[config.mk]
export PLATFORM = sky130hd
export DESIGN_NAME = sensor_history_window_stats_core
export DESIGN_NICKNAME = d
export VERILOG_FILES = /design/src/hw/rtl/shws_pkg.sv /design/src/hw/rtl/shws_ram.sv /design/src/hw/rtl/shws_div.sv /design/src/hw/rtl/sensor_history_window_stats_core.sv
export VERILOG_INCLUDE_DIRS = /design/src /design/src/hw/rtl
export SDC_FILE = /design/constraint.sdc
export NUM_CORES = 2
export LEC_CHECK = 0
export BUFFER_PORTS_ARGS = -buffer_cell sky130_fd_sc_hd__buf_2
export CAP_MARGIN = 15
export CORE_UTILIZATION = 40
export DETAILED_ROUTE_END_ITERATION = 8
export PLACE_DENSITY = 0.56
export SLEW_MARGIN = 20
export SYNTH_ARGS = -nofsm -noshare
export SYNTH_HDL_FRONTEND = slang
export SYNTH_MEMORY_MAX_BITS = 65536
export SYNTH_SLANG_ARGS = --single-unit
[constraint.sdc]
create_clock -name clock -period 7.6 [get_ports clock]
set_clock_uncertainty 0.15 [all_clocks]
set_input_delay 1.9 -clock clock [delete_from_list [all_inputs] [get_ports clock]]
set_output_delay 1.9 -clock clock [all_outputs]
set_load 0.05 [all_outputs]
[src/hw/rtl/sensor_history_window_stats_core_macros.svh]
// ----------------------------------------------------------------------------
// sensor history window stats - assertion macros
// shared concurrent assertion forms, clocked on clock and quiet in reset
// ----------------------------------------------------------------------------
`ifndef SENSOR_HISTORY_WINDOW_STATS_CORE_MACROS_SVH
`define SENSOR_HISTORY_WINDOW_STATS_CORE_MACROS_SVH

// consequent must hold in the same cycle as the antecedent
`define SHWS_ASSERT_HOLDS(lbl, ante, cons, msg) \
   lbl: assert property (@(posedge clock) disable iff (reset) (ante) |-> (cons)) \
      else $error(msg);

// consequent must hold in the cycle after the antecedent
`define SHWS_ASSERT_NEXT(lbl, ante, cons, msg) \
   lbl: assert property (@(posedge clock) disable iff (reset) (ante) |=> (cons)) \
      else $error(msg);

`endif

[src/hw/rtl/shws_pkg.sv]
// ----------------------------------------------------------------------------
// shws_pkg
// transaction types, field widths and codes of the sensor history window core
// ----------------------------------------------------------------------------
`default_nettype none

package shws_pkg;

   // field widths
   localparam int VALUE_W  = 16;
   localparam int CNT_W    = 7;
   localparam int MC_W     = 3;
   localparam int AGE_W    = 6;
   localparam int MSEL_W   = 2;
   localparam int KIND_W   = 2;
   localparam int STATUS_W = 2;
   localparam int SUM_W    = VALUE_W + CNT_W;

   // request kinds
   localparam logic [KIND_W-1:0] KIND_PUSH  = 2'd0;
   localparam logic [KIND_W-1:0] KIND_READ  = 2'd1;
   localparam logic [KIND_W-1:0] KIND_STATS = 2'd2;

   // response status codes
   localparam logic [STATUS_W-1:0] STATUS_OK      = 2'd0;
   localparam logic [STATUS_W-1:0] STATUS_EMPTY   = 2'd1;
   localparam logic [STATUS_W-1:0] STATUS_RANGE   = 2'd2;
   localparam logic [STATUS_W-1:0] STATUS_MISSING = 2'd3;

   // request transaction
   typedef struct packed {
      logic [KIND_W-1:0]         kind;
      logic [MC_W-1:0]           metric_count;
      logic signed [VALUE_W-1:0] metric_value_0;
      logic signed [VALUE_W-1:0] metric_value_1;
      logic signed [VALUE_W-1:0] metric_value_2;
      logic signed [VALUE_W-1:0] metric_value_3;
      logic [AGE_W-1:0]          entry_age;
      logic [MSEL_W-1:0]         metric_select;
   } req_type;

   // response transaction
   typedef struct packed {
      logic [STATUS_W-1:0]       status;
      logic signed [VALUE_W-1:0] read_value;
      logic [MC_W-1:0]           read_metric_count;
      logic signed [VALUE_W-1:0] min_value;
      logic signed [VALUE_W-1:0] max_value;
      logic signed [VALUE_W-1:0] avg_value;
      logic [CNT_W-1:0]          fill_count;
   } rsp_type;

endpackage

`default_nettype wire

[src/hw/rtl/shws_ram.sv]
// ----------------------------------------------------------------------------
// shws_ram
// generic single-port-write, single-port-read ram with registered read data
// ----------------------------------------------------------------------------
`default_nettype none

module shws_ram #(
   parameter int WIDTH = 67,
   parameter int DEPTH = 64
) (
   input  wire logic                                     clock,
   input  wire logic                                     we,
   input  wire logic [((DEPTH > 1) ? $clog2(DEPTH) : 1)-1:0] waddr,
   input  wire logic [WIDTH-1:0]                         wdata,
   input  wire logic                                     re,
   input  wire logic [((DEPTH > 1) ? $clog2(DEPTH) : 1)-1:0] raddr,
   output logic      [WIDTH-1:0]                         rdata
);

   logic [WIDTH-1:0] mem_ff [DEPTH];
   logic [WIDTH-1:0] rdata_ff;

   // write port and registered read port
   always_ff @(posedge clock) begin
      if (we) begin
         mem_ff[waddr] <= wdata;
      end
      if (re) begin
         rdata_ff <= mem_ff[raddr];
      end
   end

   assign rdata = rdata_ff;

endmodule

`default_nettype wire

[src/hw/rtl/shws_div.sv]
// ----------------------------------------------------------------------------
// shws_div
// unsigned restoring divider, one quotient bit per cycle
// ----------------------------------------------------------------------------
`default_nettype none

module shws_div #(
   parameter int NUM_W = 22,
   parameter int DEN_W = 7
) (
   input  wire logic             clock,
   input  wire logic             reset,
   input  wire logic             start,
   input  wire logic [NUM_W-1:0] numer,
   input  wire logic [DEN_W-1:0] denom,
   output logic                  done,
   output logic      [NUM_W-1:0] quot
);

   localparam int CW = $clog2(NUM_W + 1);

   logic             busy_ff, busy_in;
   logic             done_ff, done_in;
   logic [CW-1:0]    cnt_ff, cnt_in;
   logic [DEN_W-1:0] rem_ff, rem_in;
   logic [NUM_W-1:0] quo_ff, quo_in;
   logic [DEN_W-1:0] den_ff, den_in;
   logic [DEN_W:0]   trial;
   logic [DEN_W:0]   diff;
   logic             ge;

   // trial subtraction of the divisor from the shifted remainder
   always_comb begin
      trial = {rem_ff, quo_ff[NUM_W-1]};
      diff  = trial - {1'b0, den_ff};
      ge    = (trial >= {1'b0, den_ff});
   end

   // iteration control
   always_comb begin
      busy_in = busy_ff;
      done_in = 1'b0;
      cnt_in  = cnt_ff;
      rem_in  = rem_ff;
      quo_in  = quo_ff;
      den_in  = den_ff;
      if (start) begin
         busy_in = 1'b1;
         cnt_in  = CW'(NUM_W);
         rem_in  = '0;
         quo_in  = numer;
         den_in  = denom;
      end else if (busy_ff) begin
         rem_in = ge ? diff[DEN_W-1:0] : trial[DEN_W-1:0];
         quo_in = {quo_ff[NUM_W-2:0], ge};
         cnt_in = cnt_ff - 1'b1;
         if (cnt_ff == CW'(1)) begin
            busy_in = 1'b0;
            done_in = 1'b1;
         end
      end
   end

   always_ff @(posedge clock) begin
      if (reset) begin
         busy_ff <= 1'b0;
         done_ff <= 1'b0;
         cnt_ff  <= '0;
      end else begin
         busy_ff <= busy_in;
         done_ff <= done_in;
         cnt_ff  <= cnt_in;
      end
      rem_ff <= rem_in;
      quo_ff <= quo_in;
      den_ff <= den_in;
   end

   assign done = done_ff;
   assign quot = quo_ff;

endmodule

`default_nettype wire

[src/hw/rtl/sensor_history_window_stats_core.sv]
// ----------------------------------------------------------------------------
// sensor_history_window_stats_core
// ring-buffer history window of sensor readings with read and min/max/mean
// ----------------------------------------------------------------------------
// One request is taken when start is high and busy is low; each request gives
// exactly one response, shown on rsp_item for a single cycle with rsp_strobe
// high, and the receiver cannot stall it. A push, the unused kind and a read
// or stats request that fails on the window state alone answer in the cycle
// after they are taken and leave busy low, so such requests can follow back
// to back. A read that fetches an entry answers from the registered ram read
// data through the S_READ state. A stats request fetches every held reading
// one per cycle through the single read port of the window ram; unless a held
// reading lacks the metric, the sum then goes through a divider that yields
// one quotient bit per cycle. busy is high from the cycle after any other read
// or stats request is taken and is already low in the cycle its response is
// shown. The capacity register is written only while busy and start are low,
// and empties the window.
`default_nettype none

module sensor_history_window_stats_core #(
   parameter int DEPTH   = 64,
   parameter int METRICS = 4
) (
   input  wire logic                    clock,
   input  wire logic                    reset,
   input  wire logic                    start,
   output logic                         busy,
   input  wire shws_pkg::req_type       req_item,
   output logic                         rsp_strobe,
   output shws_pkg::rsp_type            rsp_item,
   input  wire logic                    csr_valid,
   output logic                         csr_ready,
   input  wire logic [shws_pkg::CNT_W-1:0] csr_data
);

   import shws_pkg::*;

   `include "sensor_history_window_stats_core_macros.svh"

   localparam int RAM_AW  = (DEPTH > 1) ? $clog2(DEPTH) : 1;
   localparam int ENTRY_W = METRICS * VALUE_W + MC_W;
   localparam int MAG_W   = SUM_W - 1;
   localparam logic [CNT_W-1:0] CAP_MAX   = (DEPTH > 127) ? 7'd127 : CNT_W'(DEPTH);
   localparam logic [CNT_W-1:0] CAP_RESET = (DEPTH < 64) ? CNT_W'(DEPTH) : 7'd64;

   typedef enum logic [1:0] {
      S_IDLE,
      S_READ,
      S_WALK,
      S_DIV
   } state_type;

   state_type                 state_ff, state_in;
   req_type                   req_ff, req_in;
   rsp_type                   rsp_ff, rsp_in;
   logic                      rsp_strobe_ff, rsp_strobe_in;
   logic [CNT_W-1:0]          cap_ff, cap_in;
   logic [CNT_W-1:0]          head_ff, head_in;
   logic [CNT_W-1:0]          oldest_ff, oldest_in;
   logic [CNT_W-1:0]          held_ff, held_in;
   logic [CNT_W-1:0]          walk_slot_ff, walk_slot_in;
   logic [CNT_W-1:0]          issue_cnt_ff, issue_cnt_in;
   logic                      pend_ff, pend_in;
   logic                      first_ff, first_in;
   logic                      miss_ff, miss_in;
   logic signed [VALUE_W-1:0] min_ff, min_in;
   logic signed [VALUE_W-1:0] max_ff, max_in;
   logic signed [SUM_W-1:0]   sum_ff, sum_in;

   logic                      accept;
   logic                      csr_fire;
   logic [CNT_W-1:0]          cap_wr;
   logic [CNT_W:0]            age_sum;
   logic [CNT_W-1:0]          age_slot;
   logic [MC_W-1:0]           push_count;
   logic [ENTRY_W-1:0]        push_word;
   logic [3:0][VALUE_W-1:0]   in_vals;
   logic                      ram_we;
   logic                      ram_re;
   logic [RAM_AW-1:0]         ram_raddr;
   logic [ENTRY_W-1:0]        ram_rdata;
   logic [MC_W-1:0]           rd_count;
   logic signed [VALUE_W-1:0] sel_val;
   logic                      sel_missing;
   logic                      div_start;
   logic                      div_done;
   logic [MAG_W-1:0]          div_numer;
   logic [MAG_W-1:0]          div_quot;
   logic [MAG_W-1:0]          avg_bits;

   // ring pointer step with wrap at the capacity
   function automatic logic [CNT_W-1:0] wrap_inc(input logic [CNT_W-1:0] x,
                                                 input logic [CNT_W-1:0] lim);
      logic [CNT_W-1:0] nx;
      nx = x + 1'b1;
      return (nx == lim) ? '0 : nx;
   endfunction

   // handshakes; a capacity write waits while a request is offered
   assign busy      = (state_ff != S_IDLE);
   assign accept    = start && !busy;
   assign csr_ready = !busy && !start;
   assign csr_fire  = csr_valid && csr_ready;

   // capacity write clamped to one .. depth
   always_comb begin
      cap_wr = csr_data;
      if (csr_data == '0) begin
         cap_wr = 7'd1;
      end else if (csr_data > CAP_MAX) begin
         cap_wr = CAP_MAX;
      end
   end

   // slot of the requested age, one compare and subtract
   always_comb begin
      age_sum = {1'b0, oldest_ff} + {2'b00, req_item.entry_age};
      if (age_sum >= {1'b0, cap_ff}) begin
         age_sum = age_sum - {1'b0, cap_ff};
      end
      age_slot = age_sum[CNT_W-1:0];
   end

   // pushed reading: clamped count above the metric values
   always_comb begin
      in_vals    = {req_item.metric_value_3, req_item.metric_value_2,
                    req_item.metric_value_1, req_item.metric_value_0};
      push_count = req_item.metric_count;
      if (32'(req_item.metric_count) > METRICS) begin
         push_count = MC_W'(METRICS);
      end
      push_word = '0;
      push_word[ENTRY_W-1 -: MC_W] = push_count;
      for (int m = 0; m < METRICS; m++) begin
         if (m < 4) begin
            push_word[m*VALUE_W +: VALUE_W] = in_vals[m[1:0]];
         end
      end
   end

   // fields of the entry read back
   always_comb begin
      rd_count = ram_rdata[ENTRY_W-1 -: MC_W];
      sel_val  = '0;
      for (int m = 0; m < METRICS; m++) begin
         if (m == int'(req_ff.metric_select)) begin
            sel_val = ram_rdata[m*VALUE_W +: VALUE_W];
         end
      end
      sel_missing = ({1'b0, req_ff.metric_select} >= rd_count) ||
                    (int'(req_ff.metric_select) >= METRICS);
   end

   // divider operands and signed mean
   assign div_numer = sum_ff[SUM_W-1] ? MAG_W'(-sum_ff) : sum_ff[MAG_W-1:0];
   assign avg_bits  = sum_ff[SUM_W-1] ? (~div_quot + 1'b1) : div_quot;

   // window ram: one entry per slot
   shws_ram #(
      .WIDTH (ENTRY_W),
      .DEPTH (DEPTH)
   ) u_ram (
      .clock (clock),
      .we    (ram_we),
      .waddr (RAM_AW'(head_ff)),
      .wdata (push_word),
      .re    (ram_re),
      .raddr (ram_raddr),
      .rdata (ram_rdata)
   );

   // mean divider
   shws_div #(
      .NUM_W (MAG_W),
      .DEN_W (CNT_W)
   ) u_div (
      .clock (clock),
      .reset (reset),
      .start (div_start),
      .numer (div_numer),
      .denom (held_ff),
      .done  (div_done),
      .quot  (div_quot)
   );

   // sequencer
   always_comb begin
      state_in      = state_ff;
      req_in        = req_ff;
      rsp_in        = rsp_ff;
      rsp_strobe_in = 1'b0;
      cap_in        = cap_ff;
      head_in       = head_ff;
      oldest_in     = oldest_ff;
      held_in       = held_ff;
      walk_slot_in  = walk_slot_ff;
      issue_cnt_in  = issue_cnt_ff;
      pend_in       = 1'b0;
      first_in      = first_ff;
      miss_in       = miss_ff;
      min_in        = min_ff;
      max_in        = max_ff;
      sum_in        = sum_ff;
      ram_we        = 1'b0;
      ram_re        = 1'b0;
      ram_raddr     = '0;
      div_start     = 1'b0;

      case (state_ff)
         S_IDLE: begin
            if (accept) begin
               req_in            = req_item;
               rsp_in            = '0;
               rsp_in.fill_count = held_ff;
               case (req_item.kind)
                  KIND_PUSH: begin
                     ram_we  = 1'b1;
                     head_in = wrap_inc(head_ff, cap_ff);
                     if (held_ff == cap_ff) begin
                        oldest_in = wrap_inc(oldest_ff, cap_ff);
                     end else begin
                        held_in = held_ff + 1'b1;
                     end
                     rsp_in.fill_count = held_in;
                     rsp_strobe_in     = 1'b1;
                  end
                  KIND_READ: begin
                     if (held_ff == '0) begin
                        rsp_in.status = STATUS_EMPTY;
                        rsp_strobe_in = 1'b1;
                     end else if ({1'b0, req_item.entry_age} >= held_ff) begin
                        rsp_in.status = STATUS_RANGE;
                        rsp_strobe_in = 1'b1;
                     end else begin
                        ram_re    = 1'b1;
                        ram_raddr = RAM_AW'(age_slot);
                        state_in  = S_READ;
                     end
                  end
                  KIND_STATS: begin
                     if (held_ff == '0) begin
                        rsp_in.status = STATUS_EMPTY;
                        rsp_strobe_in = 1'b1;
                     end else begin
                        walk_slot_in = oldest_ff;
                        issue_cnt_in = '0;
                        first_in     = 1'b1;
                        miss_in      = 1'b0;
                        sum_in       = '0;
                        state_in     = S_WALK;
                     end
                  end
                  default: begin
                     rsp_in.status = STATUS_OK;
                     rsp_strobe_in = 1'b1;
                  end
               endcase
            end
         end

         S_READ: begin
            rsp_in                   = '0;
            rsp_in.fill_count        = held_ff;
            rsp_in.read_metric_count = rd_count;
            if (sel_missing) begin
               rsp_in.status = STATUS_MISSING;
            end else begin
               rsp_in.status     = STATUS_OK;
               rsp_in.read_value = sel_val;
            end
            rsp_strobe_in = 1'b1;
            state_in      = S_IDLE;
         end

         S_WALK: begin
            // fetch the next held reading, oldest first
            if (issue_cnt_ff != held_ff) begin
               ram_re       = 1'b1;
               ram_raddr    = RAM_AW'(walk_slot_ff);
               walk_slot_in = wrap_inc(walk_slot_ff, cap_ff);
               issue_cnt_in = issue_cnt_ff + 1'b1;
            end
            pend_in = ram_re;
            // fold in the reading fetched last cycle
            if (pend_ff) begin
               if (sel_missing) begin
                  miss_in = 1'b1;
               end else begin
                  first_in = 1'b0;
                  if (first_ff || (sel_val < min_ff)) begin
                     min_in = sel_val;
                  end
                  if (first_ff || (sel_val > max_ff)) begin
                     max_in = sel_val;
                  end
                  sum_in = sum_ff + {{(SUM_W-VALUE_W){sel_val[VALUE_W-1]}}, sel_val};
               end
            end
            // all fetched and folded
            if ((issue_cnt_ff == held_ff) && !pend_ff) begin
               if (miss_ff) begin
                  rsp_in            = '0;
                  rsp_in.status     = STATUS_MISSING;
                  rsp_in.fill_count = held_ff;
                  rsp_strobe_in     = 1'b1;
                  state_in          = S_IDLE;
               end else begin
                  div_start = 1'b1;
                  state_in  = S_DIV;
               end
            end
         end

         S_DIV: begin
            if (div_done) begin
               rsp_in            = '0;
               rsp_in.status     = STATUS_OK;
               rsp_in.min_value  = min_ff;
               rsp_in.max_value  = max_ff;
               rsp_in.avg_value  = avg_bits[VALUE_W-1:0];
               rsp_in.fill_count = held_ff;
               rsp_strobe_in     = 1'b1;
               state_in          = S_IDLE;
            end
         end

         default: begin
            state_in = S_IDLE;
         end
      endcase

      // capacity write empties the window
      if (csr_fire) begin
         cap_in    = cap_wr;
         head_in   = '0;
         oldest_in = '0;
         held_in   = '0;
      end
   end

   always_ff @(posedge clock) begin
      if (reset) begin
         state_ff      <= S_IDLE;
         rsp_strobe_ff <= 1'b0;
         cap_ff        <= CAP_RESET;
         head_ff       <= '0;
         oldest_ff     <= '0;
         held_ff       <= '0;
         issue_cnt_ff  <= '0;
         pend_ff       <= 1'b0;
      end else begin
         state_ff      <= state_in;
         rsp_strobe_ff <= rsp_strobe_in;
         cap_ff        <= cap_in;
         head_ff       <= head_in;
         oldest_ff     <= oldest_in;
         held_ff       <= held_in;
         issue_cnt_ff  <= issue_cnt_in;
         pend_ff       <= pend_in;
      end
      req_ff       <= req_in;
      rsp_ff       <= rsp_in;
      walk_slot_ff <= walk_slot_in;
      first_ff     <= first_in;
      miss_ff      <= miss_in;
      min_ff       <= min_in;
      max_ff       <= max_in;
      sum_ff       <= sum_in;
   end

   assign rsp_strobe = rsp_strobe_ff;
   assign rsp_item   = rsp_ff;

   // checks
   `SHWS_ASSERT_HOLDS(a_held_within_cap, 1'b1, held_ff <= cap_ff,
                      "held count above capacity")
   `SHWS_ASSERT_HOLDS(a_ptrs_within_cap, 1'b1, (head_ff < cap_ff) && (oldest_ff < cap_ff),
                      "ring pointer beyond capacity")
   `SHWS_ASSERT_HOLDS(a_walk_bounded, state_ff == S_WALK, issue_cnt_ff <= held_ff,
                      "walk fetched more than held")
   `SHWS_ASSERT_HOLDS(a_div_done_in_div, div_done, state_ff == S_DIV,
                      "divider finished outside the divide phase")
   `SHWS_ASSERT_NEXT(a_push_answers,
                     accept && (req_item.kind == KIND_PUSH) && !csr_fire,
                     rsp_strobe && (held_ff != '0),
                     "push did not answer with a non-empty window")

endmodule

`default_nettype wire

; ---- After elaboration in Yosys (flattened, before gate mapping)
; Memory sizes are Yosys's and may differ from the RTL's. A register that Yosys moved wholly into a read port is not among the register bits.
; Cells that the tools add are included.
; Widths: inputs -> output; s select.
[op_classes]
bitwise_logic = 4
eq_ne = 29
n_reduce_logical = 31
mux = 101
order_cmp = 8
addsub = 12
[op_table]
columns = op, n
row1 = $mux 76, 4
row2 = $pmux 76 s4, 1
row3 = $mux 23, 5
row4 = $mux 7, 16
row5 = $mux 16, 6
row6 = $mux 22, 3
row7 = $pmux 23 s2, 1
row8 = $mux 6, 6
row9 = $add 7x1->7 const B, 5
row10 = $eq 7x7->1, 5
row11 = $mux 1, 35
row12 = $pmux 7 s2, 2
row13 = $add 23x23->23, 1
row14 = $neg 22->22, 1
row15 = $mux 2, 10
row16 = $add 16x1->16 const B, 1
row17 = $ge 8x7->1, 2
row18 = $gt 16x16->1, 1
row19 = $lt 16x16->1, 1
row20 = $ne 2x2->1 const B, 8
row21 = $not 16->16, 1
row22 = $reduce_and 4->1, 4
row23 = $logic_not 7->1, 2
row24 = $pmux 6 s2, 1
row25 = 36 further kinds, 63
[word_totals]
elab_cells = 215
ram_bits = 4288
memories = 1
register_bits = 224
out_inout_bits = 79
inputBits = 88
[mem_list]
columns = memory, depth, word_bits, rd, rd_ports_with_merged_regs, write_ports, line
row1 = u_ram.mem_ff, 64, 67, 1, 1, 1, shws_ram.sv:20  ; logic [WIDTH-1:0] mem_ff [DEPTH];

; ---- Depth between registers and ports, before layout
[depth]
depth_word = 9
depth_mapped = 25
ltp_nobuf = 18

; ---- Modules after synthesis
; Synthesis repeated with hierarchy kept, for this count alone.
[unflattened]
hier_cells = 8138
hier_area_um2 = 177532.8
[by_module_without_submodules]
columns = mod, area_each_um2, instances, seq_area_each_um2, cells_each
row1 = shws_ram, 163815.9, 1, 130775.4, 6817
row2 = sensor_history_window_stats_core, 11453.5, 1, 5044.8, 1137
row3 = shws_div, 2263.4, 1, 1151.1, 184

; ---- Worst setup path before layout
; Ideal clock, no wire load.
[synth_timing]
path_kind = input to register
from = input req_item[2] (netlist name)
to = register u_ram.rdata_ff[14] (netlist: u_ram.rdata[14]), read port of u_ram.mem_ff, data pin
n_path_buf = 4
stages = 21
slack_ps = 1184
arrival_ps = 6008
path_cell_list = ha_1 -> fa_1 -> a21o_1 -> a21oi_1 -> o21bai_1 -> a21oi_1 -> xnor2_1 -> ha_1 -> nand3_1 -> a21oi_1 -> a211oi_4 -> a211o_1 -> buf_6 -> and3_1 -> buf_6 -> buf_6 -> buf_2 -> mux4_2 -> a221oi_1 -> o32ai_1 -> o221a_2
[synth_via]
elab_chain_len = 8
elab_cells_between_ends = 15
classes_between = 2 x add/sub / 2 x order compare / 11 x mux
[synth_rtl]
columns = element, line
row1 = start: declaration, sensor_history_window_stats_core.sv:28  ; input wire shws_pkg::req_type req_item,
row2 = $add 7x6->8, sensor_history_window_stats_core.sv:117  ; age_sum = {1'b0, oldest_ff} + {2'b00, req_item.entry_age};
row3 = $ge 8x7->1 / $sub 6x6->6 (equally long branches), "sensor_history_window_stats_core.sv:118, sensor_history_window_stats_core.sv:119"
row4 = $mux 6, sensor_history_window_stats_core.sv:118  ; if (age_sum >= {1'b0, cap_ff}) begin
row5 = $mux 6, sensor_history_window_stats_core.sv:231  ; end else if ({1'b0, req_item.entry_age} >= held_ff) begin
row6 = $mux 6, sensor_history_window_stats_core.sv:228  ; if (held_ff == '0) begin
row7 = $mux 6, sensor_history_window_stats_core.sv:215  ; case (req_item.kind)
row8 = $mux 6, sensor_history_window_stats_core.sv:211  ; if (accept) begin
row9 = $pmux 6 s2, sensor_history_window_stats_core.sv:209  ; case (state_ff)
row10 = end: declaration, shws_ram.sv:21  ; logic [WIDTH-1:0] rdata_ff;
; Parallel ways exist; a longest one is shown, timed or not.
; A chain may end at the register's enable or synchronous reset.

; ---- Final worst setup path
[layout_timing]
from = input req_item[2] (netlist name)
to = register u_ram.rdata_ff[59] (netlist: u_ram.rdata[59]), read port of u_ram.mem_ff, data pin
; Same word-level chain as after synthesis.

==> impl_results.md <==
* CP Data Arrival Time at 7.28 ns
* Outcome: finished clean
* Most used cell along the critical path: buf_4
* Area Overhead vs Synth at 17.2%
* PwrDens at 251 nW/µm²
* Switch share at 0.224
* Max cap viols at 0
* CP top delay family: compound AO/OA/AOI/OAI gates
* DP Area at 197000 µm²
* First-pass GRT wire length at 876 mm
* Layout net count at 12100
* Hold Path Class: reg2reg
* Sw Pwr at 11.9 mW
* Number of fill cells at 37700
* Die X at 675 µm
* Syn_area_per_cell at 16.4 µm²
* Via count at 113000
* Post-Syn Instances at 11000
* CP startpoint kind: primary input
* Die height at 675 µm
* Final setup vio count at 0
* Slew @ Worst Pin at 1.18 ns
* Post-synthesis sequential area ratio at 0.757
* Leak at 71.1 nW
* Post-route ant nets at 0
* Peak VDD IR at 238 µV
* Clock sink count at 4579
* Fmax at 150 MHz
* Comb pwr share at 0.046
* Slowest CP cell: and3_4
* Final worst-path setup slack at 0.942 ns
* Compound-Gate Fraction of Synth Area at 0.0548
* FF+latch count, synth at 4579
* Latest clock arrival within the worst-skew pair at 1.03 ns
* Worst EP required at 8.22 ns
* Fin util at 0.472
* Slew margin rel. at 0.213
* Worst-path clk slew at 0.06 ns
* Ys flop type: edfxtp_1
* Post-CTS Setup Inserts at 0
* CTS tree: yes
* Cell Area, Synth at 181000 µm²
* Cts repair resizes at 0
* Synth Area in XOR/XNOR at 0.00605
* Post-Route Setup TNS at 0 ns
* Multi-input gate area at 41000 µm²
* DP HPWL at 358 mm
* Vias per cell at 6.16
* Core footprint at 450000 µm²
* Number of global-route vias before repair at 107000
* Kind of end point of the critical path: flip-flop
* Register area at 137000 µm²
* Mux cell area share after synthesis at 0.0772
* Largest net degree at the start of global routing at 77
* Placed insts at 17400
* Count of cell types in the netlist at 80
* Maximum clock path buffer count at 4
* Reg2reg setup slack at 1.59 ns
* Asr flop ratio synth at 0
* Post-Synth Simple-Gate Area at 0.0778
* Cts bufs inserted at 467
* Critical Path Fanout Max at 21
* Final number of max-transition violations at 0
* Routed wire length per instance at 35.2 µm
* Number of buffers and inverters on the critical path at 7
* Port bufs at 166
* H-tree levels at 5
* Cell Rows at 246
* Io pins at 167
* Power Total at 53.3 mW
* Post-Layout Inst Area at 212000 µm²
* Final Hold Vio Count at 0
* Part of the power in registers at 0.528
* Non-Filler Instances at 18300
* YS warnings at 0
* Largest family of logic cells by synthesized area: simple AND/OR/NAND/NOR gates
* Initial antenna violation count at 74
* Clk pwr share at 0.426
* Max stage delay on crit path at 0.64 ns
* Internal Pwr Total at 41.3 mW
* Initial Utilization at 0.402
* DRC at 0
* Adder-cell share of the synthesized area at 0.00694
* Post-synth EDFFs at 4526
* Post-CTS Hold Fix Bufs at 0
* Mapped Nets at 11200
* Die area at 455000 µm²
* GRT Overall Usage at 0.277
* Root Driver: clkbuf_16
* Drt first pass iters at 6
* Critical-path cell list: buf_2 > ha_1 > fa_1 > a21o_1 > a21oi_1 > buf_4 > xnor2_1 > ha_1 > nand3_1 > a21oi_1 > buf_4 > a211oi_4 > a211o_1 > and3_4 > buf_12 > buf_12 > buf_4 > mux2i_1 > a221oi_1 > o41ai_1 > buf_4 > o32ai_1 > o221a_1
* RD Place Congestion at 0.862
* RSZ-0062 raised after global routing: no
* Pre-CTS worst setup slack at -0.0187 ns
* Final hold slack at 0.338 ns
* Period utilisation layout at 0.876
* Setup CP Type: in2reg
* WL final at 644 mm
* Tmin final at 6.66 ns
* Initial DRC Count at 18300
* Share of cells above drive strength 1 at 0.196
* Overflow after GRT at 0
[final timing paths]
check                  start              end  cells past startpoint
min          u_div.rem_ff[6]  u_div.rem_ff[6]                      2
max reg2reg     oldest_ff[0]  u_ram.rdata[59]                     22
min reg2reg  u_div.rem_ff[6]  u_div.rem_ff[6]                      2
max              req_item[2]  u_ram.rdata[59]                     23
[per-layer routing]
| layer | global-route usage | part of all wire | up-vias |
|---|---|---|---|
| met2 | 0.432 | 0.45 | 7464 |
| met1 | 0.384 | 0.39 | 58800 |
| met3 | 0.0617 | 0.12 | 1355 |
| met5 | 0 | 0.00026 | - |
| met4 | 0.101 | 0.040 | 28 |
| li1 | - | - | 45000 |
[power by group through the flow]
stage          registers (mW)  logic (mW)  clock network, mW
6_report                 28.1        2.47               22.7
3_3_place_gp             28.7        2.37                  0
3_5_place_dp             28.7        2.43                  0
4_1_cts                  28.1        2.44               22.8
2_1_floorplan            29.1       0.976                  0
5_1_grt                  28.1        2.62               23.8
[synthesized netlist by cell type (94+ instances only)]
cell / n / area [µm²]
a21oi_1: 266 / 1330
a221oi_1: 114 / 998
a32oi_1: 203 / 1780
buf_2: 186 / 931
clkbuf_1: 346 / 1300
edfxtp_1: 4526 / 136000
ha_1: 94 / 1180
inv_1: 113 / 424
mux2i_1: 268 / 2680
mux4_2: 501 / 11300
nand2_1: 2155 / 8090
nand3_1: 779 / 3900
nor2_1: 216 / 811
o21ai_0: 192 / 961
[worst min-delay path, cell delays in order, from the launching register on]
cell	delay [ns]
dfxtp_1	0.31
nand2b_1	0.06
a21oi_1	0.06
[cell usage in the layout (no fill, tap or decap), types with 34 or more instances in the layout]
cell,netlist,final
clkinv_1,0,96
inv_1,113,112
o21ai_0,192,191
xor2_1,65,65
nor3_1,57,57
mux2i_1,268,268
edfxtp_1,4526,4526
a21oi_1,266,265
dfxtp_1,53,53
nand3_1,779,777
clkbuf_16,0,468
nor2_1,216,144
buf_2,186,159
clkbuf_1,346,105
a31oi_1,39,38
nand2_1,2155,2149
bufinv_16,0,38
xnor2_1,60,60
buf_4,46,651
a211oi_1,53,53
a32oi_1,203,202
mux4_2,501,501
ha_1,94,94
buf_12,2,276
o41ai_1,50,50
clkinv_2,0,93
a221oi_1,114,114
and3_1,36,34
o32ai_1,46,46
a32o_1,64,64
nor2_4,1,73
[registers in the layout (all words and copies together), names as in the netlist, 2 cells and up]
| register | count |
|---|---|
| issue_cnt_ff | 7 |
| sum_ff | 23 |
| oldest_ff | 7 |
| state_ff | 2 |
| u_div.quot | 22 |
| cap_ff | 7 |
| held_ff | 7 |
| min_ff | 16 |
| u_div.cnt_ff | 5 |
| u_ram.mem_ff | 4288 |
| head_ff | 7 |
| rsp_item | 76 |
| u_div.den_ff | 7 |
| req_ff | 2 |
| u_div.rem_ff | 7 |
| u_ram.rdata | 67 |
| max_ff | 16 |
| walk_slot_ff | 7 |
[final cells by class]
cell class / instances / area share
clock inverter: 287 / 0.0133
tap: 5952 / 0.0351
multi-input combinational: 5673 / 0.193
clock buffer: 573 / 0.0571
antenna: 22 / 0.000259
inverter: 114 / 0.00202
timing repair buffer: 1089 / 0.0532
sequential: 4579 / 0.646
[cell families after synthesis]
| group | Yosys count |
|---|---|
| compound gates | 1321 |
| simple gates | 3360 |
| flops | 4579 |
| fa+ha+maj | 98 |
| buf+inv | 796 |
| xor+xnor | 125 |
| mux | 769 |
Note: power is estimated with default switching activity, not from simulation.
